<file path="src/sv/sobel_edge_magnitude_3x3_core_assert.svh">
// Assertion macros for the Sobel edge magnitude core.
`ifndef SOBEL_EDGE_MAGNITUDE_3X3_CORE_ASSERT_SVH
`define SOBEL_EDGE_MAGNITUDE_3X3_CORE_ASSERT_SVH

// Condition holds in the same cycle.
`define SOBM_ASSERT_NOW(label, ante, cons) \
  label: assert property (@(posedge clk) disable iff (!rst_n) (ante) |-> (cons)) \
    else $error("sobel core assertion failed");

// Condition holds in the following cycle.
`define SOBM_ASSERT_NEXT(label, ante, cons) \
  label: assert property (@(posedge clk) disable iff (!rst_n) (ante) |=> (cons)) \
    else $error("sobel core assertion failed");

`endif

</file>
<file path="src/sv/sobm_pkg.sv">
// Shared types and constants for the Sobel edge magnitude core.
`timescale 1ns / 1ps
package sobm_pkg;

  localparam int PIX_W  = 8;
  localparam int MAG_W  = 8;
  localparam int CCOL_W = 10;
  localparam int ROW_W  = 12;
  localparam int FW_W   = 11;
  localparam int FH_W   = 12;
  localparam int CFG_W  = 12;
  localparam int CFG_IDX_W = 2;

  localparam int MIN_DIM      = 3;
  localparam int INTERIOR_MIN = 2;
  localparam int MAG_MAX      = 255;

  localparam int VSUM_W  = PIX_W + 2;
  localparam int VDIFF_W = PIX_W + 1;
  localparam int GRAD_W  = PIX_W + 3;

  typedef enum logic [CFG_IDX_W-1:0] {
    CFG_FRAME_WIDTH  = 2'd0,
    CFG_FRAME_HEIGHT = 2'd1
  } cfg_idx_t;

  typedef struct packed {
    logic [PIX_W-1:0] top;
    logic [PIX_W-1:0] mid;
    logic [PIX_W-1:0] bot;
  } col_pix_t;

  typedef struct packed {
    logic [VSUM_W-1:0]         vsum;
    logic signed [VDIFF_W-1:0] vdiff;
  } col_terms_t;

  typedef struct packed {
    logic              emit;
    logic              frame_end;
    logic [CCOL_W-1:0] ccol;
    logic [ROW_W-1:0]  crow;
  } item_tag_t;

endpackage

</file>
<file path="src/sv/sobm_cell.sv">
// One window column cell: holds three pixels, forwards them, forms column terms.
`timescale 1ns / 1ps
module sobm_cell (
  input  logic                clk,
  input  logic                rst_n,
  input  logic                shift,
  input  sobm_pkg::col_pix_t  col_in,
  output sobm_pkg::col_pix_t  col_out,
  output sobm_pkg::col_terms_t terms
);
  import sobm_pkg::*;

  col_pix_t col_r;
  col_pix_t col_nxt;

  always_comb begin
    col_nxt = shift ? col_in : col_r;
  end

  always_ff @(posedge clk) begin
    if (!rst_n) begin
      col_r <= '0;
    end else begin
      col_r <= col_nxt;
    end
  end

  assign col_out = col_r;

  always_comb begin
    terms.vsum  = VSUM_W'(col_r.top) + {1'b0, col_r.mid, 1'b0} + VSUM_W'(col_r.bot);
    terms.vdiff = $signed({1'b0, col_r.top}) - $signed({1'b0, col_r.bot});
  end

endmodule
</file>
<file path="config.mk">
export PLATFORM = sky130hd
export DESIGN_NAME = sobm_cell
export DESIGN_NICKNAME = d
export VERILOG_FILES = /design/src/sv/sobel_edge_magnitude_3x3_core_assert.svh /design/src/sv/sobm_pkg.sv /design/src/sv/sobm_cell.sv
export SDC_FILE = /design/constraint.sdc
export NUM_CORES = 1
export LEC_CHECK = 0
export BUFFER_PORTS_ARGS = -buffer_cell sky130_fd_sc_hd__buf_2
export CAP_MARGIN = 25
export CORE_MARGIN = 2
export CORE_UTILIZATION = 43
export CTS_CLUSTER_SIZE = 28
export DETAILED_ROUTE_END_ITERATION = 10
export GPL_TIMING_DRIVEN = 0
export MAX_ROUTING_LAYER = met4
export PLACE_DENSITY = 0.76
export SLEW_MARGIN = 40
export SYNTH_ARGS = -nofsm -noshare
export SYNTH_HDL_FRONTEND = slang
export SYNTH_SLANG_ARGS = --single-unit
export TNS_END_PERCENT = 100
</file>
<file path="constraint.sdc">
create_clock -name clk -period 2.1 [get_ports clk]
set_clock_uncertainty 0.15 [all_clocks]
set_input_delay 0 -clock clk [delete_from_list [all_inputs] [get_ports clk]]
set_output_delay 0 -clock clk [all_outputs]
set_load 0.05 [all_outputs]
</file>
[Word level (Yosys, flattened, before mapping)]
Index checks and enable logic that the tools add are counted.
Storage, ports and cells
  input port bits: 27
  word-level logic and storage cells: 6
  output and inout bits: 43
  register bits: 24
Operators by class
  add/subtract/negate cells: 3
Operator list (number)
  adder 10 x 8 -> 10 bit: 1
  adder 8 x 9 -> 10 bit: 1
  subtractor 8 x 8 -> 9 bit: 1

[Logic depth before layout (Yosys ltp)]
Gate-level depths: netlist (run 1).
  depth in word-level cells: 2
  gate-level depth with buffers: 9
  gate-level depth less buffers: 9

[Least setup slack after synthesis (run 1)]
OpenSTA, ideal clock, no wires.
  path kind: reg2out
  start point: register col_r (netlist bit col_out[1])
  end point: output port terms[18] (netlist name)
  required time: 1.950 ns
  stages on the path, launching flop included: 9
  arrival time: 3.119 ns
  buffers on the path: 0
  path slack: -1.169 ns
  path through: dfxtp_1 inv_1 fa_1 inv_1 ha_1 fa_1 a21oi_1 o21a_1 o21ai_0
RTL lines
  start: declaration: RTL line sobm_cell.sv:13  | col_pix_t col_r;
  start signal: assignment: RTL line sobm_cell.sv:24  | col_r <= col_nxt;
  end: declaration: RTL line sobm_cell.sv:9  | output sobm_pkg::col_terms_t terms

==> results of run 1 <==
==> critical path, stage by stage, from the launching register on <==
cell and delay (ns):
dfxtp_4 0.36, inv_2 0.04, fa_1 0.54, inv_2 0.04
ha_4 0.16, fa_2 0.39, a21oi_4 0.20, o21a_4 0.20
xnor2_4 0.12, buf_6 0.17
==> cells in the mapped netlist, drive strengths merged, types with 3 or more instances <==
library cell and instances:
a21oi 8, buf 4, dfxtp 24, fa 9, ha 17, inv 17, mux2i 24, nor2 3
nor2b 27, o21a 3, o21ai 5, xnor2 8
==> cell families (layout without fill, tap and decap cells) <==
group | count (synthesis) | in the layout | share of synthesized area
xor+xnor | 10 | 10 | 0.0523
simple gates | 37 | 37 | 0.135
flops | 24 | 24 | 0.287
buf+inv | 23 | 136 | 0.0561
mux | 24 | 24 | 0.143
compound gates | 24 | 24 | 0.0919
fa+ha+maj | 26 | 26 | 0.235
==> report_power, final <==
group | switching, mW | internal, mW | total [mW]
logic | 0.698 | 0.463 | 1.16
registers | 0.0320 | 0.479 | 0.511
clock network | 0.157 | 0.136 | 0.292
==> stage by stage <==
stage          std cells  worst slack, ns
5_1_grt              329           -0.615
4_1_cts              325           -0.610
2_1_floorplan        168           -0.312
3_3_place_gp         284           -0.475
6_report             329           -0.545
3_5_place_dp         284           -0.496
==> worst paths after layout <==
path | from | to | cells after the start
max | col_out[8] | terms[16] | 9
min | shift | col_out[17] | 4
max reg2reg | col_out[23] | col_out[23] | 4
min reg2reg | col_out[10] | col_out[10] | 2
==> layout make-up <==
type | instances | area (um^2)
multi-input cells | 121 | 1390
repair buffers | 109 | 823
fillers | 250 | 746
flip-flops and latches | 24 | 536
inverters | 17 | 63.8
well taps | 48 | 60.1
clock buffers | 4 | 45.0
plain buffers | 6 | 30.0
==> metal layers <==
metal | track usage | vias to the layer above
met5 | - | -
met4 | 0.0536 | 0
met3 | 0.0239 | 2
met2 | 0.400 | 39
met1 | 0.260 | 730
li1 | - | 785
==> repair_timing <==
action | CTS | global route
setup buffers | 7 | 5
hold buffers | 30 | 0
endpoints found under the setup margin | 13 | 13
pin swaps | 13 | 12
gates cloned | 0 | 0
endpoints found under the hold margin | 24 | 0
gates resized for setup | 36 | 13
==> results.cfg, run 1 <==
[routing]
routed_wl_mm = 4.55
drc = 0
drt-pass1-iter-count = 4
drtIter0Drc = 37
wl_met2_mm = 2.45
top_layer = met4
vias = 1556
antenna_left = 0
met3_length_um = 159
routedWlPerCell_um = 13.8
vias_per_cell = 4.73
wl_met1_mm = 1.92

[sta]
fin_crit_ns = 2.64
hold_violations = 0
slew_headroom = 0.707
grt_setup_unrepaired = true
holdWs_ns = 0.252
worstMarginPinSlew_ns = 0.439
setup_viol = 10
layout_setup_ws_ns = -0.545
fmax_mhz = 378
setup-tns-final_ns = -3.35
period_share = 1.26
finalMaxSlewViolations = 0

[critical_path]
end_kind = output pin
arrival_ns = 2.49
worstPathMaxFanout = 2
required_ns = 1.95
start_kind = flop
r2r_slack_ns = 0.15
critPathKind = flop to output pin

[finish]
fin_util = 0.798
diodes = 0
final_nets = 335
drive_above_1_share = 0.527
final_cell_mix = buf_2, dlygate4sd3_1, nor2b_1, mux2i_1, buf_6
final_area_um2 = 2940
layout-area-overhead-vs-synth_pct = 75.8
mostFrequentLayoutCell = buf_2
largest_reg_flops = 24

[grt]
grt_usage = 0.221
grt_overflow_total = 0
antenna_found_initial = 0
grt_pass1_vias = 1594
grt_pass1_wl_mm = 7.11
grt_max_degree = 14

[placed_design]
place.gp.congestion = 0.825
place_hpwl_mm = 2.96
portBuffers = 68
place_area_um2 = 2330

[synthesis]
async_reset_ff_frac = 0
synth-edff-count = 0
syn_avg_cell_area_um2 = 9.96
synth_ff_type = dfxtp_1
synthTopCellsByArea = dfxtp_1, mux2i_1, ha_1
mappedNetlistNets = 221
synth_cells = 168
yosysUniqueCellTypes = 28
ys_warn_count = 0
ys_ff_latch = 24
ys_seq_area_frac = 0.287
yosysTopAreaCell = dfxtp_1
yosysTopAreaCellShare = 0.287
netlist_area_um2 = 1670

[die]
die_y_um = 66.4
dieArea_um2 = 4410
row_count = 22
initial_utilization = 0.454
ios = 70
die_w_um = 66.4
core-area_um2 = 3690

[clocking]
h-tree-depth = 1
cts_tree = yes
clk_pin_slew_ns = 0.10
cts_buffers = 3
clockBufferDepth = 2
clkLatencyLatePin_ns = 0.26
clock-sinks = 24
root_buffer = clkbuf_8

[power_and_ir_drop]
ir_worst_vdd_uv = 417
p_total_mw = 1.96
p_leak_nw = 1.44
cellPowerDensity_nw_per_um2 = 667

[outcome]
outcome = finished, violations left
violations = negative setup slack

[hold_path]
worstHoldPathType = input pin to flop

[run]
cap_violations = 0
Power figures use the tool's default switching activity.
==> run 2: changes to the inputs <==
--- a/config.mk
+++ b/config.mk
@@ -13,7 +13,7 @@
 export DETAILED_ROUTE_END_ITERATION = 10
 export GPL_TIMING_DRIVEN = 0
 export MAX_ROUTING_LAYER = met4
-export PLACE_DENSITY = 0.76
+export PLACE_DENSITY_LB_ADDON = 0.25
 export SLEW_MARGIN = 40
 export SYNTH_ARGS = -nofsm -noshare
 export SYNTH_HDL_FRONTEND = slang
==> run 2 against run 1 <==
Against the previous run: total power increased by 6.7%; cell count is 0.61% higher; critical path type unchanged; critical path depth stayed put; count of clock-buffer cells in the layout fell by 1; core utilization is 0.88 points higher; sequential share of layout area fell by 0.20 points; the flow still finishes with violations (negative setup slack); global-route usage increased by 0.66 points; largest power group unchanged.
==> results.cfg, run 2 (synthesized netlist as in run 1, its figures left out) <==
[sta]
grt_setup_unrepaired = true
setup_viol = 10
slew_headroom = 0.715
finalMaxSlewViolations = 0
hold_violations = 0
fin_crit_ns = 2.67
setup-tns-final_ns = -3.48
fmax_mhz = 375
holdWs_ns = 0.144
period_share = 1.27
worstMarginPinSlew_ns = 0.427
layout_setup_ws_ns = -0.570

[die]
ios = 70
die_y_um = 66.4
die_w_um = 66.4
row_count = 22
initial_utilization = 0.454
dieArea_um2 = 4410
core-area_um2 = 3690

[finish]
final_area_um2 = 2980
final_cell_mix = buf_2, dlygate4sd3_1, nor2b_1, mux2i_1, buf_6
layout-area-overhead-vs-synth_pct = 77.7
mostFrequentLayoutCell = buf_2
multi_input_area_um2 = 1380
fin_util = 0.807
seq_area_um2 = 536
largest_reg_flops = 24
finalNonFillerCells = 331
fillerInstances = 243
diodes = 0
final_nets = 337
drive_above_1_share = 0.519

[routing]
drtIter0Drc = 37
vias = 1552
drc = 0
vias_per_cell = 4.69
routedWlPerCell_um = 14.1
routed_wl_mm = 4.67
antenna_left = 0
drt-pass1-iter-count = 4

[grt]
met3_usage = 0.0256
globalRouteMet1Util = 0.264
use_met2 = 0.416
antenna_found_initial = 0
grt_overflow_total = 0
grt_pass1_wl_mm = 7.42
grt_usage = 0.227
busiest_layer = met2
grt_pass1_vias = 1606
grt_max_degree = 15

[critical_path]
arrival_ns = 2.52
worstPathMaxFanout = 2
required_ns = 1.95
end_kind = output pin
critPathKind = flop to output pin
start_kind = flop

[clocking]
clkLatencyLatePin_ns = 0.27
clockBufferDepth = 2
root_buffer = clkbuf_8
h-tree-depth = 1
clk_pin_slew_ns = 0.10
cts_buffers = 3
clock-sinks = 24
cts_tree = yes

[power_and_ir_drop]
ir_worst_vdd_uv = 476
p_total_mw = 2.10
p_leak_nw = 1.46
p_comb_frac = 0.555
seq_power_share = 0.244
cellPowerDensity_nw_per_um2 = 704
sw_frac_of_total = 0.429
internal-power_mw = 1.20
power_frac_clock = 0.201
p_sw_uw = 898

[placed_design]
dp.cells = 284
place_hpwl_mm = 3.07
portBuffers = 68
dp_slack_ns = -0.532
place_area_um2 = 2330
place.gp.congestion = 0.767

[outcome]
outcome = finished, violations left
violations = negative setup slack

[run]
cap_violations = 0

[hold_path]
worstHoldPathType = input pin to flop
==> run 2: changes by cell type in the layout (fill, tap and decap cells not counted), sizes merged <==
cell	previous run	this run
bufinv	0	1
clkbuf	6	5
dlygate4sd3	30	32
==> run 2: path summary, 6_finish.rpt <==
check,startpoint,to,slack (ns),cells past startpoint
worst max register to register,col_out[7],col_out[7],0.16,4
worst max-delay path,col_out[8],terms[16],-0.57,9
worst min register to register,col_out[11],col_out[11],0.40,2
worst min-delay path,rst_n,col_out[1],0.14,3
==> run 2: layer usage <==
layer | vias up | share of wire
met1 | 721 | 0.41
met2 | 38 | 0.54
met5 | - | 0
met4 | 0 | 0.0071
li1 | 789 | -
met3 | 4 | 0.036
==> run 2: area by class of cell <==
cell class / count / share of cell area
Buffer: 6 / 0.0101
Clock buffer: 3 / 0.0139
Clock inverter: 1 / 0.0101
Inverter: 17 / 0.0223
Multi-Input combinational cell: 121 / 0.464
Sequential cell: 24 / 0.180
Tap cell: 48 / 0.0202
Timing Repair Buffer: 111 / 0.280
==> run 2: repair_timing <==
item | in CTS | in global routing
resized for setup | 35 | 8
pin swaps | 12 | 15
setup endpoints to repair | 13 | 14
buffers inserted | 7 | 4
endpoints found under the hold margin | 24 | 0
hold buffers | 32 | 0
==> run 2: critical path, stage by stage, from the launching register on <==
cell and delay (ns):
dfxtp_4 0.36, inv_2 0.03, fa_1 0.54, inv_2 0.05
ha_4 0.17, fa_2 0.39, a21oi_4 0.20, o21a_4 0.20
xnor2_4 0.12, buf_6 0.18
==> run 2: power by group through the flow <==
stage / clock network, mW / registers, mW / logic (mW)
after floorplan: 0 / 0.614 / 0.687
after global placement: 0 / 0.523 / 0.942
after detailed placement: 0 / 0.524 / 0.953
after CTS: 0.427 / 0.512 / 1.13
after global routing: 0.448 / 0.517 / 1.23
final: 0.421 / 0.512 / 1.16
